$ cat config.mk
export PLATFORM = sky130hd
export DESIGN_NAME = mla_front
export DESIGN_NICKNAME = d
export VERILOG_FILES = /design/src/hdl/mla_pkg.sv /design/src/hdl/mla_front.sv
export SDC_FILE = /design/constraint.sdc
export NUM_CORES = 1
export LEC_CHECK = 0
export BUFFER_PORTS_ARGS = -buffer_cell sky130_fd_sc_hd__buf_4
export CORE_MARGIN = 4
export CORE_UTILIZATION = 40
export CTS_CLUSTER_DIAMETER = 200
export DETAILED_ROUTE_END_ITERATION = 8
export PLACE_DENSITY = 0.94
export SLEW_MARGIN = 10
export SYNTH_ARGS = -nofsm -noshare
export SYNTH_HDL_FRONTEND = slang
export SYNTH_SLANG_ARGS = --single-unit
$ cat constraint.sdc
create_clock -name i_clk -period 6.7 [get_ports i_clk]
set_input_delay 0.67 -clock i_clk [delete_from_list [all_inputs] [get_ports i_clk]]
set_output_delay 0.67 -clock i_clk [all_outputs]
set_load 0.005 [all_outputs]
$ cat src/hdl/mla_pkg.sv
// Shared types and codes of the masked linear argmax scorer.
package mla_pkg;

    localparam int VALUE_W  = 32;
    localparam int SLOT_W   = 9;
    localparam int MASK_W   = 8;
    localparam int WEIGHT_W = 16;
    localparam int SCORE_W  = 38;
    localparam int ACTION_W = 3;

    localparam int CFG_INDEX_W = 2;
    localparam int CFG_DATA_W  = 7;
    localparam int FC_RAW_W    = 7;
    localparam int AC_RAW_W    = 4;

    localparam logic [CFG_INDEX_W-1:0] CFG_VECTOR_LEN   = 2'd0;
    localparam logic [CFG_INDEX_W-1:0] CFG_ACTION_COUNT = 2'd1;

    localparam logic [1:0] REQ_WEIGHT  = 2'd0;
    localparam logic [1:0] REQ_BIAS    = 2'd1;
    localparam logic [1:0] REQ_FEATURE = 2'd2;

    localparam logic STATUS_OK       = 1'b0;
    localparam logic STATUS_NO_LEGAL = 1'b1;

    typedef enum logic [1:0] {
        OP_WEIGHT,
        OP_BIAS,
        OP_FEATURE
    } t_op;

    // One classified command from the front to the back.
    typedef struct packed {
        t_op                op;
        logic [SLOT_W-1:0]  idx;
        logic [VALUE_W-1:0] data;
        logic               first;
        logic               last;
        logic [MASK_W-1:0]  mask;
    } t_cmd;

    typedef struct packed {
        logic [ACTION_W-1:0]       action;
        logic signed [SCORE_W-1:0] score;
        logic                      status;
    } t_result;

endpackage

$ cat src/hdl/mla_front.sv
// Front end: accepts requests, drops ignored ones and tracks the sample position.
module mla_front #(
    parameter int MAX_FEATURES = 64,
    parameter int MAX_ACTIONS  = 8
) (
    input  logic                                  i_clk,
    input  logic                                  i_rst_n,
    input  logic                                  i_push,
    input  logic [1:0]                            i_req_type,
    input  logic [mla_pkg::SLOT_W-1:0]            i_slot,
    input  logic signed [mla_pkg::VALUE_W-1:0]    i_value,
    input  logic [mla_pkg::MASK_W-1:0]            i_legal_mask,
    input  logic [$clog2(MAX_FEATURES + 1)-1:0]   i_fc,
    input  logic                                  i_q_full,
    output logic                                  o_full,
    output logic                                  o_q_push,
    output mla_pkg::t_cmd                         o_q_cmd
);

    localparam int WDEPTH = MAX_FEATURES * MAX_ACTIONS;
    localparam int NACT   = (MAX_ACTIONS < 8) ? MAX_ACTIONS : 8;
    localparam int CW     = $clog2(MAX_FEATURES + 1);

    logic [CW-1:0] r_cnt;
    logic [CW-1:0] cnt_eff;
    logic          is_last;
    logic          accept;
    logic          keep;

    assign o_full  = i_q_full;
    assign accept  = i_push && !i_q_full;
    // A count that shrank below the current position restarts the vector.
    assign cnt_eff = (r_cnt >= i_fc) ? '0 : r_cnt;
    assign is_last = ((cnt_eff + CW'(1)) >= i_fc);

    always_comb begin
        o_q_cmd.idx   = i_slot;
        o_q_cmd.data  = i_value;
        o_q_cmd.first = 1'b0;
        o_q_cmd.last  = 1'b0;
        o_q_cmd.mask  = i_legal_mask;
        o_q_cmd.op    = mla_pkg::OP_WEIGHT;
        keep          = 1'b0;
        unique case (i_req_type)
            mla_pkg::REQ_WEIGHT: begin
                o_q_cmd.op = mla_pkg::OP_WEIGHT;
                keep       = (int'(i_slot) < WDEPTH);
            end
            mla_pkg::REQ_BIAS: begin
                o_q_cmd.op = mla_pkg::OP_BIAS;
                keep       = (int'(i_slot) < NACT);
            end
            mla_pkg::REQ_FEATURE: begin
                o_q_cmd.op    = mla_pkg::OP_FEATURE;
                o_q_cmd.idx   = mla_pkg::SLOT_W'(cnt_eff);
                o_q_cmd.first = (cnt_eff == '0);
                o_q_cmd.last  = is_last;
                keep          = 1'b1;
            end
            default: begin
                keep = 1'b0;
            end
        endcase
    end

    assign o_q_push = accept && keep;

    always_ff @(posedge i_clk) begin
        if (!i_rst_n) begin
            r_cnt <= '0;
        end else if (accept && (i_req_type == mla_pkg::REQ_FEATURE)) begin
            r_cnt <= is_last ? '0 : cnt_eff + CW'(1);
        end
    end

endmodule

==> results.yml <==
floorplanning:
  die_x_um: 63.2
  die_h_um: 63.2
  floorplan.initialDensity_pct: 43.1
  core_area_um2: 2830
  rows: 19
  pin_count: 117
  die-area_um2: 4000
grt:
  antenna_found_initial: 0
  grt.busiest_layer: "met2"
  grt_max_degree: 18
  grtUsageMet3_pct: 5.86
  grt_pass1_wl_um: 4320
  overflow: 0
  grtUsageTotal_pct: 13.4
  met2_usage_pct: 24.5
  grt_util_met1_pct: 12.4
  grt_pass1_vias: 1045
cells_and_area:
  seqCellArea_um2: 140
  layout_common_cells: "36 x buf_4, 18 x nand2_1, 16 x ha_1"
  fillers: 269
  reg.largest.list: "r_cnt (7)"
  multiInputGateArea_um2: 718
  layout_commonest_cell: "buf_4"
  drive_above_1_share_pct: 27.3
  largest-register: "r_cnt"
  diodes: 0
  nets: 240
  syn_to_final_growth_pct: 1.54
  largest_register_ffs: 7
  utilization_pct: 43.8
synth:
  synth_nets: 242
  synth_seq_area_share_pct: 11.5
  ys_types: 38
  syn_inst: 164
  ys_ff_latch: 7
  synth_area_um2: 1220
  avgSynthCellArea_um2: 7.44
  synth_top_area_cell: "buf_4"
  synth_top_area_share_pct: 25.2
  ys_top_cells_by_area: "buf_4 25%, ha_1 16%, dfxtp_1 11%"
  yosys_warnings: 0
timing:
  final.setup.tns_ns: 0
  hold-worst-slack_ns: 0.514
  fin_worst_skew_ns: 0.00190
  rsz0062_at_grt: "no"
  setup-violations-final: 0
  relSlewSlack_pct: 62.6
  max_slew.worst_pin.slew_ns: 0.561
  hold_violations: 0
  period_share_pct: 72.2
  period_minus_slack_ns: 4.83
  fin_ws_ns: 1.87
  maxSlewViolCount: 0
  max_freq_mhz: 207
power:
  leakagePower_nw: 0.673
  fin_total_pwr_w: 0.000116
  cellPowerDensity_nw_per_um2: 93.4
  ir_drop_mv: 0.0566
clocking:
  cts_setup_buffers: 0
  cts_tree: "built"
  ctsResizeCount: 0
  cts_hold_buf: 0
  path_clk_slew_ns: 0.05
  clkSinkCount: 7
  clk_path_buf_depth: 2
  htreeDepth: 1
  cts_root_buf: "clkbuf_4"
  cts_buffers: 3
  clock_latency_ns: 0.26
worst_setup_path:
  startpoint_type: "input pin"
  crit_path_frequent_cell: "ha_1"
  reg2reg_depth: 16
  r2r-start: "r_cnt[5]"
  cp.buffers_inverters: 4
  max_stage_delay_ns: 0.56
  crit_fanout: 17
  crit_arrival_ns: 4.16
  crit_type: "in2out"
  cp_slowest_cell: "a221o_1"
  startpoint: "i_fc[5]"
  cp.depth: 18
  crit_chain: "buf_4 > inv_1 > ha_1 > a21oi_2 > nand2_1 > a221o_1 > or2_2 > inv_1 > ha_1 > and3_1 > and3_1 > nand2b_1 > a21oi_1 > ha_1 > o2111ai_1 > o21ai_0 > and2_1 > buf_4"
  r2r_setup_slack_ns: 2.65
  cp_top_family: "compound AO/OA/AOI/OAI gates"
  cp_data_required_time_ns: 6.03
  crit_end: "o_q_cmd[8]"
  timing.rr.end: "r_cnt[2]"
  end_kind: "output port"
place:
  globalplace.congestion: 0.813
  place_ws_ns: 1.88
  dp_hpwl_um: 2160
  port_buffers: 36
status:
  status: "finished, final reports clean"
routing:
  drc: 0
  totalWireLength_um: 2560
  drtIter0Drc: 18
  ant_nets: 0
  dr.pass1.iters: 4
  wl_per_cell_um: 13.3
  via_per_inst: 5.43
  vias: 1043
job:
  drv_cap: 0
hold_path:
  worstHoldPathType: "reg2reg"
==> metrics by stage <==
stage | area (um2) | std cells
after floorplan | 1220 | 164
after global placement | 1210 | 188
after detailed placement | 1210 | 188
after CTS | 1240 | 192
after global routing | 1240 | 192
final | 1240 | 192
==> worst reg2reg max path: stages, from the launching register on <==
cell       delay (ns)
dfxtp_1          0.44
ha_1             0.31
a21oi_2          0.12
nand2_1          0.06
a221o_1          0.56
or2_2            0.39
inv_1            0.06
ha_1             0.21
and3_1           0.21
and3_1           0.17
nand2b_1         0.12
a21oi_1          0.07
ha_1             0.32
o2111ai_1        0.13
o211ai_1         0.44
o41ai_1          0.12
a31o_1           0.20
==> cells by family (layout without fill, tap and decap cells) <==
logic type / Yosys count / count (layout) / synth area share, %
buffers and inverters: 55 / 52 / 29.6
AO/OA/AOI/OAI: 37 / 37 / 20.0
adder cells (fa/ha/maj): 16 / 16 / 16.4
XOR/XNOR: 1 / 1 / 0.718
flip-flops: 7 / 7 / 11.5
AND/OR/NAND/NOR: 48 / 48 / 21.7
==> metal layers <==
metal  up-vias  share of wire [%]
met5         -                  0
met4         0                2.0
met3        10                6.8
met2        23                 55
met1       492                 37
li1        518                  -
==> power by group <==
part,internal (W),switching (W),leakage (nW),total [W]
Clock,0.0000227,0.0000158,0.0150,0.0000385
Combinational,0.0000202,0.0000148,0.602,0.0000350
Sequential,0.0000420,0.000000182,0.0564,0.0000422
Total,0.0000849,0.0000308,0.673,0.000116
==> synth_stat cells <==
library cell and count:
a211o_1 1, a221o_1 1, o211ai_1 1, or4_1 1, dfxtp_1 7, a31o_1 1
and3b_1 1, a21oi_1 7, and4_1 1, buf_4 41, o22ai_1 1, a31oi_1 1
a21oi_2 1, and2_1 5, nor4_1 1, nand3_1 2, and4bb_2 1, a21o_1 5
nand2b_1 6, ha_1 16, or2_2 2, and3_1 2, a211oi_1 4, buf_2 1
nand2_1 18, o21ai_0 9, or3_1 1, xnor2_1 1, nor2_1 1, a22o_1 1
or2_1 1, nor2b_1 4, o41ai_1 2, inv_1 12, o21ai_1 1, or2_4 1
o2111ai_1 1, clkbuf_1 1
==> cell type report <==
type                            instances  share of cell area, %
Multi-Input combinational cell        102                   58.0
Inverter                               12                   3.64
Timing Repair Buffer                   36                   21.8
Clock buffer                            4                   2.12
Sequential cell                         7                   11.3
Tap cell                               31                   3.13
==> worst min path at each step <==
stage	cells after the start	end	slack (ns)	startpoint
global route	1	r_cnt[0]	0.55	r_cnt[0]
detailed placement	1	r_cnt[0]	0.50	r_cnt[0]
global placement	1	r_cnt[0]	0.50	r_cnt[0]
CTS	1	r_cnt[0]	0.51	r_cnt[0]
floorplan	1	r_cnt[0]	0.46	r_cnt[0]
finish	1	r_cnt[0]	0.51	r_cnt[0]
(Power assumes the default switching activity.)
