--- config.mk ---
export PLATFORM = sky130hd
export DESIGN_NAME = mla_fifo
export DESIGN_NICKNAME = d
export VERILOG_FILES = /design/src/hdl/mla_fifo.sv
export SDC_FILE = /design/constraint.sdc
export NUM_CORES = 1
export LEC_CHECK = 0
export BUFFER_PORTS_ARGS = -buffer_cell sky130_fd_sc_hd__buf_2
export CAP_MARGIN = 20
export CORE_UTILIZATION = 52
export DETAILED_ROUTE_END_ITERATION = 6
export PLACE_DENSITY_LB_ADDON = 0.1
export SLEW_MARGIN = 20
export SYNTH_ARGS = -nofsm -noshare
export SYNTH_HDL_FRONTEND = slang
export SYNTH_SLANG_ARGS = --single-unit
--- constraint.sdc ---
create_clock -name i_clk -period 5.5 [get_ports i_clk]
set_clock_uncertainty 0.05 [all_clocks]
set_input_delay 1.1 -clock i_clk [delete_from_list [all_inputs] [get_ports i_clk]]
set_output_delay 1.1 -clock i_clk [all_outputs]
set_load 0.02 [all_outputs]
--- src/hdl/mla_fifo.sv ---
// Small register queue used for the command path and the result path.
module mla_fifo #(
    parameter int WIDTH = 8,
    parameter int DEPTH = 2
) (
    input  logic             i_clk,
    input  logic             i_rst_n,
    input  logic             i_push,
    input  logic [WIDTH-1:0] i_data,
    output logic             o_full,
    input  logic             i_pop,
    output logic             o_empty,
    output logic [WIDTH-1:0] o_data
);

    localparam int PW   = (DEPTH > 1) ? $clog2(DEPTH) : 1;
    localparam int CNTW = $clog2(DEPTH + 1);

    logic [WIDTH-1:0] r_mem [DEPTH];
    logic [PW-1:0]    r_rd;
    logic [PW-1:0]    r_wr;
    logic [CNTW-1:0]  r_cnt;
    logic             do_push;
    logic             do_pop;

    assign o_full  = (r_cnt == CNTW'(DEPTH));
    assign o_empty = (r_cnt == '0);
    assign o_data  = r_mem[r_rd];
    assign do_push = i_push && !o_full;
    assign do_pop  = i_pop && !o_empty;

    always_ff @(posedge i_clk) begin
        if (!i_rst_n) begin
            r_rd  <= '0;
            r_wr  <= '0;
            r_cnt <= '0;
        end else begin
            if (do_push) begin
                r_mem[r_wr] <= i_data;
                r_wr <= (r_wr == PW'(DEPTH - 1)) ? '0 : r_wr + PW'(1);
            end
            if (do_pop) begin
                r_rd <= (r_rd == PW'(DEPTH - 1)) ? '0 : r_rd + PW'(1);
            end
            if (do_push && !do_pop) begin
                r_cnt <= r_cnt + CNTW'(1);
            end else if (do_pop && !do_push) begin
                r_cnt <= r_cnt - CNTW'(1);
            end
        end
    end

endmodule

==> run_results.csv, run 1 <==
group,metric,value,unit
run_status,status,"finished, final reports clean",
synthesis,yosysMostFrequentCell,"edfxtp_1",
cts,post_cts_resized,0,
die,num_rows,13,
cts,postCtsSetupRepairBufs,0,
setup_path,cpMaxStageDelayCell,"dfxtp_1",
setup_path,cp_num_buf_inv,1,
hold_path,hold_class,"flip-flop to flip-flop",
detailed_routing,drc,0,
setup_path,critPathMaxFanout,8,
global_route,grt_max_degree,13,
job,drv_cap,0,
setup_path,worstPathArrival,1.39,ns
cells_and_area,finalCoreUtilization,0.697,
sta,clock.fmax,394,MHz
synthesis,yosys.area.top_type_share,0.593,
cts,cts.path.max_buffers,2,
die,core,0.00138,mm2
sta,hold_violations,0,
setup_path,cp_top_family,"flip-flops",
cells_and_area,nFillCells,103,
detailed_routing,vias,458,
cells_and_area,num_antenna_cells,0,
synthesis,syn_nets,63,
global_route,grt_use_total,0.154,
placed_design,io_buffers,21,
sta,max-slew-margin-rel,0.403,
cts,clk_pin_slew_worst_paths,0.11,ns
setup_path,critPathRequiredTime,4.35,ns
synthesis,synth_top_area_cell,"edfxtp_1",
sta,tns,0,ns
die,die_w,41.5,um
sta,rsz0062_at_grt,"no",
cells_and_area,fin_nets,88,
detailed_routing,viasPerCell,5.15,
pwr,p_per_area,438,mW/mm2
cells_and_area,layout-drive-gt1-share,0.473,
die,fp.dieH,41.5,um
detailed_routing,postRouteAntennaNets,0,
cts,cts_root_buffer,"clkbuf_4",
synthesis,postSynthCellCount,50,
cells_and_area,multi_input_area,228,um2
sta,fin_crit_sh,0.461,
synthesis,ys_async_sr_fraction,0,
detailed_routing,wl,1150,um
setup_path,max_stage_delay,0.55,ns
setup_path,worstSetupEndpointType,"primary output",
sta,fin_crit,2.54,ns
placed_design,dp_hpwl,829,um
sta,setup_viol_count_final,0,
setup_path,cp-start-kind,"flip-flop",
sta,slew_violations,0,
global_route,grt_pass1_vias,441,
synthesis,synth_warnings,0,
global_route,grt_overflow,0,
synthesis,synth_edf_count,16,
synthesis,synthTopCellsByCount,"16 x edfxtp_1, 8 x mux2_2, 5 x dfxtp_1",
sta,tightest_slew,0.894,ns
cts,insertion_delay,0.30,ns
placed_design,gp_congestion,0.665,
synthesis,synth_ff_type,"edfxtp_1",
cts,h-tree-depth,1,
cts,cts_tree,"yes",
cells_and_area,area_growth,18.8,%
die,die_area,0.00172,mm2
detailed_routing,drtPass1Iterations,4,
cts,holdBufCountCts,0,
die,initial_utilization,0.586,
global_route,antenna_found_initial,0,
pwr,peakVddDrop,277,uV
setup_path,crit_chain,"mux2_2, buf_2",
cts,cts_buffers,3,
global_route,grt_pass1_wl,1860,um
synthesis,netlist_top_cells_area,"edfxtp_1 59%, dfxtp_1 12%, mux2_2 11%, and2_1 2.3%, xnor2_1 2.2%",
synthesis,ys_seq_elements,21,
synthesis,syn_area,811,um2
detailed_routing,drtIter0Drc,6,
cells_and_area,ff_latch_area,581,um2
pwr,p_leak,0.000377,uW
die,pin_count,22,
synthesis,synth.distinct_cells,17,
sta,worst_hold_slack,0.463,ns
synthesis,syn_avg_cell_area,16.2,um2
synthesis,yosysSeqAreaShare,0.716,
detailed_routing,avgRoutedWirePerCell,12.9,um
setup_path,worstSetupPathType,"flip-flop to primary output",
cts,cts.sinks,21,
cell families after synthesis:
family / share of synthesized area
flip-flops: 0.716
AND/OR/NAND/NOR: 0.0772
multiplexers: 0.111
AO/OA/AOI/OAI: 0.0370
XOR/XNOR: 0.0324
buffers and inverters: 0.0108
adder cells (fa/ha/maj): 0.0154
flip-flops by register name (all words and copies together), names as in the netlist, named ones only:
signal and cells:
r_mem 16, r_cnt 2, r_rd 1, r_wr 1
where the power goes:
group	internal (uW)	switching [uW]
combinational	64.5	70.4
clock	27.1	44.6
sequential	194	20.7
layout by cell type (no fill, tap or decap):
master and count:
buf_2 21, nor2b_2 1, xnor2_1 2, ha_1 1, xor2_1 1, nor2_1 2
o21ai_1 1, and2_1 3, edfxtp_1 16, nor4b_2 1, a21boi_1 2, clkinv_2 1
mux2_2 8, clkbuf_4 3, inv_1 1, and3_1 1, dfxtp_1 5, o21ai_0 2
or3_1 2
layer usage:
layer	global-route usage	vias up	routed length, um
met5	0	-	0
met4	0.116	0	8
met3	0.0522	2	36
met2	0.231	11	563
met1	0.182	211	542
li1	-	234	-
final cells by class:
cell class              instances  area share
flip-flops and latches         21       0.603
multi-input cells              27       0.236
well taps                      15      0.0195
clock buffers                   3      0.0234
clock inverters                 1     0.00519
repair buffers                 21       0.109
inverters                       1     0.00390
worst paths after layout:
kind             start          end  slack [ns]  cells past startpoint
min               r_wr         r_wr        0.46                      2
max reg2reg   r_cnt[0]  r_mem[0][7]        3.79                      2
min reg2reg       r_wr         r_wr        0.46                      2
max          flip-flop    o_data[5]        2.96                      2
worst register-to-register path, delay by kind of cell (launching register included):
| family | cells | cell delay, ns |
|---|---|---|
| AND/OR/NAND/NOR | 2 | 0.85 |
| flip-flops | 1 | 0.45 |
per-stage QoR:
stage	std cells	instance area, um2	power [uW]	setup slack, ns
floorplan	50	811	317	2.92
global route	89	963	446	2.90
detailed placement	85	936	354	3.02
CTS	89	963	425	2.94
global placement	85	936	351	3.05
finish	89	963	422	2.96
Note: power is estimated with default switching activity, not from simulation.
==> run 2, diff against run 1 <==
--- a/config.mk
+++ b/config.mk
@@ -7,7 +7,7 @@
 export LEC_CHECK = 0
 export BUFFER_PORTS_ARGS = -buffer_cell sky130_fd_sc_hd__buf_2
 export CAP_MARGIN = 20
-export CORE_UTILIZATION = 52
+export CORE_UTILIZATION = 44
 export DETAILED_ROUTE_END_ITERATION = 6
 export PLACE_DENSITY_LB_ADDON = 0.1
 export SLEW_MARGIN = 20
==> constraint.sdc (replaced) <==
create_clock -name i_clk -period 2.1 [get_ports i_clk]
set_clock_uncertainty 0.05 [all_clocks]
set_input_delay 0.42 -clock i_clk [delete_from_list [all_inputs] [get_ports i_clk]]
set_output_delay 0.42 -clock i_clk [all_outputs]
set_load 0.02 [all_outputs]
==> run 2 against run 1 <==
  * Sequential share of layout area is 1.6 points lower
  * Critical path type unchanged
  * Sequential power grew to 2.6 times the previous value
  * Critical endpoint is now o_data[0]
  * Design area is 2.7% higher
==> run_results.csv, run 2 (synthesized netlist as in run 1, its figures left out) <==
group,metric,value,unit
cts,holdBufCountCts,0,
pwr,peakVddDrop,627,uV
sta,hold_violations,0,
die,initial_utilization,0.470,
cts,post_cts_resized,0,
cts,cts_buffers,3,
pwr,p_leak,0.000384,uW
detailed_routing,drc,0,
cells_and_area,num_antenna_cells,0,
sta,setup_viol_count_final,0,
die,num_rows,15,
sta,rsz0062_at_grt,"no",
hold_path,whs_endpoint,"r_mem[0][2]",
hold_path,min_from,"i_data[2]",
die,pin_count,22,
hold_path,hold_class,"input pin to flip-flop",
cts,cts.sinks,21,
placed_design,gp_congestion,0.677,
cells_and_area,fin_nets,90,
placed_design,io_buffers,21,
cts,postCtsSetupRepairBufs,0,
global_route,grt_max_degree,12,
global_route,grt_overflow,0,
setup_path,critPathMaxFanout,8,
run_status,status,"finished, final reports clean",
cells_and_area,finalCoreUtilization,0.573,
setup_path,worstPathArrival,1.38,ns
detailed_routing,drtIter0Drc,9,
setup_path,worstSetupEndpointType,"primary output",
global_route,grt_pass1_wl,1840,um
cts,cts_root_buffer,"clkbuf_4",
cts,h-tree-depth,1,
detailed_routing,wl,1150,um
cells_and_area,top_regs,"r_mem (16), r_cnt (2)",
die,die_w,44.9,um
cells_and_area,layout-drive-gt1-share,0.474,
detailed_routing,viasPerCell,4.60,
setup_path,r2r-end,"r_cnt[1]",
detailed_routing,postRouteAntennaNets,0,
cells_and_area,layout_common_cells,"21 x buf_2, 16 x edfxtp_1, 8 x mux2_2, 5 x dfxtp_1",
sta,clock.fmax,542,MHz
cts,clk_pin_slew_worst_paths,0.10,ns
setup_path,rrSetupSlack,0.45,ns
die,die_area,0.00202,mm2
sta,fin_crit,1.85,ns
cells_and_area,largest_reg_flops,16,
cells_and_area,top_register,"r_mem",
setup_path,worstReg2RegStart,"r_cnt[1]",
detailed_routing,drtPass1Iterations,2,
placed_design,dp.cells,97,
global_route,grt_pass1_vias,433,
hold_path,whs_path_depth,1,
cells_and_area,area_growth,22.1,%
sta,fin_crit_sh,0.879,
cts,insertion_delay,0.29,ns
global_route,antenna_found_initial,0,
die,core,0.00173,mm2
sta,slew_violations,0,
setup_path,cp-start-kind,"flip-flop",
global_route,grt_use_total,0.130,
cells_and_area,stdcell_count,101,
die,fp.dieH,44.9,um
job,drv_cap,0,
sta,tns,0,ns
cts,cts_tree,"yes",
setup_path,worstSetupPathType,"flip-flop to primary output",
setup_path,reg2reg_depth,5,
detailed_routing,vias,465,
cells_and_area,layout_commonest_cell,"buf_2",
pwr,p_per_area,1120,mW/mm2
cts,cts.path.max_buffers,2,
detailed_routing,avgRoutedWirePerCell,11.4,um
sta,max-slew-margin-rel,0.737,
setup_path,critPathRequiredTime,1.63,ns
placed_design,dp_hpwl,841,um
sta,tightest_slew,0.395,ns
==> run 2: cell types whose count changed in the layout (fill, tap and decap cells not counted) <==
| cell | change |
|---|---|
| buf_4 | +2 |
| clkbuf_1 | +1 |
| clkinv_2 | -1 |
==> run 2: through the flow <==
stage	total power, uW	hold slack, ns	setup slack (ns)	cell area, um2
finish	1100	0.261	0.254	990
global route	1180	0.245	0.171	990
CTS	1120	0.251	0.210	990
detailed placement	939	0.446	0.466	963
global placement	935	0.454	0.503	963
floorplan	830	0.416	0.166	811
==> run 2: how the worst max path moves through the flow <==
stage,end,slack [ns]
final,o_data[0],0.25
after global routing,o_data[0],0.17
after CTS,o_data[0],0.21
after floorplan,r_mem[0][0],0.17
after global placement,r_cnt[1],0.50
after detailed placement,r_cnt[1],0.47
==> run 2: layer usage <==
layer / part of all wire / up-vias / global-route usage / wire (um)
li1: - / 239 / - / -
met1: 0.45 / 214 / 0.162 / 512
met2: 0.52 / 12 / 0.220 / 598
met3: 0.034 / 0 / 0.0240 / 39
met4: 0 / 0 / 0.0545 / 0
met5: 0 / - / 0 / 0
==> run 2: worst max-delay path, stage by stage, from the launching register on <==
cell and delay (ns):
dfxtp_1 0.54, mux2_2 0.39, buf_2 0.16
==> run 2: cell type report <==
type	instances	area, um2
inverter	1	3.75
sequential	21	581
fill	158	737
timing repair buffer	23	120
tap	25	31.3
multi-input combinational	27	228
clock buffer	4	26.3
==> run 2: power by group <==
group          internal, uW  leakage [uW]  total, uW  switching (uW)
logic                   176      0.000182        364             188
clock network          73.7     0.0000150        181             107
registers               508      0.000188        560            51.6
total                   758      0.000384       1100             346
==> run 3, diff against run 2 <==
--- a/config.mk
+++ b/config.mk
@@ -6,8 +6,7 @@
 export NUM_CORES = 1
 export LEC_CHECK = 0
 export BUFFER_PORTS_ARGS = -buffer_cell sky130_fd_sc_hd__buf_2
-export CAP_MARGIN = 20
-export CORE_UTILIZATION = 44
+export CORE_UTILIZATION = 41
 export DETAILED_ROUTE_END_ITERATION = 6
 export PLACE_DENSITY_LB_ADDON = 0.1
 export SLEW_MARGIN = 20
==> constraint.sdc (replaced) <==
create_clock -name i_clk -period 1.7 [get_ports i_clk]
set_clock_uncertainty 0.05 [all_clocks]
set_input_delay 0.34 -clock i_clk [delete_from_list [all_inputs] [get_ports i_clk]]
set_output_delay 0.34 -clock i_clk [all_outputs]
set_load 0.02 [all_outputs]
==> run 3 against run 2 <==
  * Global-route usage shrank 2.2 points
  * Combinational power grew 26%
  * Clock power grew 25%
  * Register-to-register slack lost 0.35 ns
  * Count of clock-buffer cells in the layout shrank 1
  * Routed wire length shrank 5.9%
  * Critical path depth is the same
  * Design area grew 1.0%
  * Critical endpoint is now o_data[6]
  * Highest routed layer unchanged
==> run_results.csv, run 3 (synthesized netlist as in run 1, its figures left out) <==
group,metric,value,unit
cells_and_area,top_regs,"r_mem (16), r_cnt (2)",
run_status,status,"finished, final reports clean",
die,die_area,0.00216,mm2
cells_and_area,finalCoreUtilization,0.561,
detailed_routing,avgRoutedWirePerCell,10.7,um
setup_path,worstReg2RegStart,"r_cnt[1]",
cells_and_area,layout-drive-gt1-share,0.500,
cts,cts_buffers,3,
cells_and_area,stdcell_count,101,
placed_design,io_buffers,21,
pwr,p_leak,0.000389,uW
detailed_routing,wl,1080,um
die,fp.dieH,46.5,um
setup_path,r2r-end,"r_cnt[1]",
pwr,peakVddDrop,713,uV
setup_path,worstSetupEndpointType,"primary output",
global_route,grt_pass1_vias,401,
setup_path,worstSetupPathType,"flip-flop to primary output",
setup_path,cp-start-kind,"flip-flop",
cts,cts_root_buffer,"clkbuf_4",
cells_and_area,num_antenna_cells,0,
cts,insertion_delay,0.29,ns
detailed_routing,viasPerCell,4.56,
placed_design,dp_hpwl,763,um
cts,cts.sinks,21,
cells_and_area,top_register,"r_mem",
cells_and_area,layout_commonest_cell,"buf_2",
cts,clk_pin_slew_worst_paths,0.11,ns
detailed_routing,drtPass1Iterations,2,
detailed_routing,drc,0,
die,pin_count,22,
cells_and_area,final_area,1000,um2
cells_and_area,fin_nets,90,
hold_path,hold_class,"input pin to flip-flop",
setup_path,cp_top_family,"flip-flops",
cts,h-tree-depth,1,
die,num_rows,15,
pwr,p_per_area,1390,mW/mm2
setup_path,critPathRequiredTime,1.31,ns
setup_path,critPathMaxFanout,8,
sta,rsz0062_at_grt,"no",
cts,cts.path.max_buffers,2,
setup_path,cpMaxStageDelayCell,"dfxtp_4",
setup_path,cp.depth,2,
die,initial_utilization,0.455,
pwr,p_total,1390,uW
sta,tns,0,ns
global_route,grt_pass1_wl,1570,um
placed_design,dp.cells,97,
placed_design,placed_cell_area,963,um2
setup_path,max_stage_delay,0.43,ns
setup_path,rrSetupSlack,0.10,ns
setup_path,crit_chain,"mux2_2, buf_2",
cells_and_area,largest_reg_flops,16,
sta,clock.fmax,620,MHz
die,die_w,46.5,um
sta,tightest_slew,0.385,ns
setup_path,cp_num_buf_inv,1,
sta,fin_crit_sh,0.949,
global_route,antenna_found_initial,0,
hold_path,min_from,"i_data[7]",
cells_and_area,layout_common_cells,"21 x buf_2, 16 x edfxtp_1, 8 x mux2_2, 4 x dfxtp_1",
setup_path,worstPathArrival,1.22,ns
sta,slew_violations,0,
die,core,0.00178,mm2
cts,holdBufCountCts,0,
global_route,grt_max_degree,13,
sta,hold_violations,0,
global_route,grt_use_total,0.107,
placed_design,gp_congestion,0.689,
job,drv_cap,0,
detailed_routing,postRouteAntennaNets,0,
setup_path,crit_end,"o_data[6]",
detailed_routing,vias,461,
detailed_routing,drtIter0Drc,4,
global_route,grt_overflow,0,
cts,cts_tree,"yes",
setup_path,reg2reg_depth,5,
sta,setup_viol_count_final,0,
cts,postCtsSetupRepairBufs,0,
sta,max-slew-margin-rel,0.743,
cells_and_area,area_growth,23.3,%
sta,fin_crit,1.61,ns
run 3: cell types whose count changed in the layout (fill, tap and decap cells not counted), sizes merged:
cell and delta:
clkbuf -1, clkinv +1
run 3: how the worst min path moves through the flow:
stage               slack [ns]           to  cells past startpoint
floorplan                 0.39  r_mem[0][0]                      0
global placement          0.45     r_cnt[1]                      2
detailed placement        0.46         r_wr                      2
CTS                       0.17  r_mem[0][6]                      1
global route              0.16  r_mem[1][1]                      1
finish                    0.18  r_mem[0][7]                      1
run 3: worst register-to-register path: cells and delay by family (launching register included):
family,cells,cell delay (ns)
compound gates,1,0.13
simple gates,3,0.64
fa+ha+maj,1,0.33
flops,1,0.40
run 3: metal layers:
metal | routed length (um) | vias up | track usage
met5 | 0 | - | 0
met4 | 0 | 0 | 0.0353
met3 | 43 | 0 | 0.0275
met2 | 513 | 12 | 0.186
met1 | 526 | 212 | 0.128
li1 | - | 237 | -
run 3: what timing repair did:
action	4_1_cts	5_1_grt
cloned	0	0
resized for setup	1	2
endpoints found under the setup margin	8	8
pin swaps	0	0
run 3: area by class of cell:
| cell class | count | area [um2] |
|---|---|---|
| fillers | 149 | 783 |
| flip-flops and latches | 21 | 584 |
| multi-input cells | 27 | 233 |
| repair buffers | 23 | 120 |
| well taps | 25 | 31.3 |
| clock buffers | 3 | 22.5 |
| clock inverters | 1 | 5.00 |
| inverters | 1 | 3.75 |
run 3: metrics by stage:
step / hold slack (ns) / setup WS, ns
2_1_floorplan: 0.389 / 0.0193
3_3_place_gp: 0.452 / 0.124
3_5_place_dp: 0.456 / 0.0865
4_1_cts: 0.172 / 0.0197
5_1_grt: 0.162 / 0.0200
6_report: 0.183 / 0.0862
run 3: report_power, final:
| part | internal (uW) | leakage (uW) | switching [uW] |
|---|---|---|---|
| Sequential | 633 | 0.000189 | 70.8 |
| Combinational | 224 | 0.000183 | 232 |
| Clock | 87.4 | 0.0000177 | 138 |
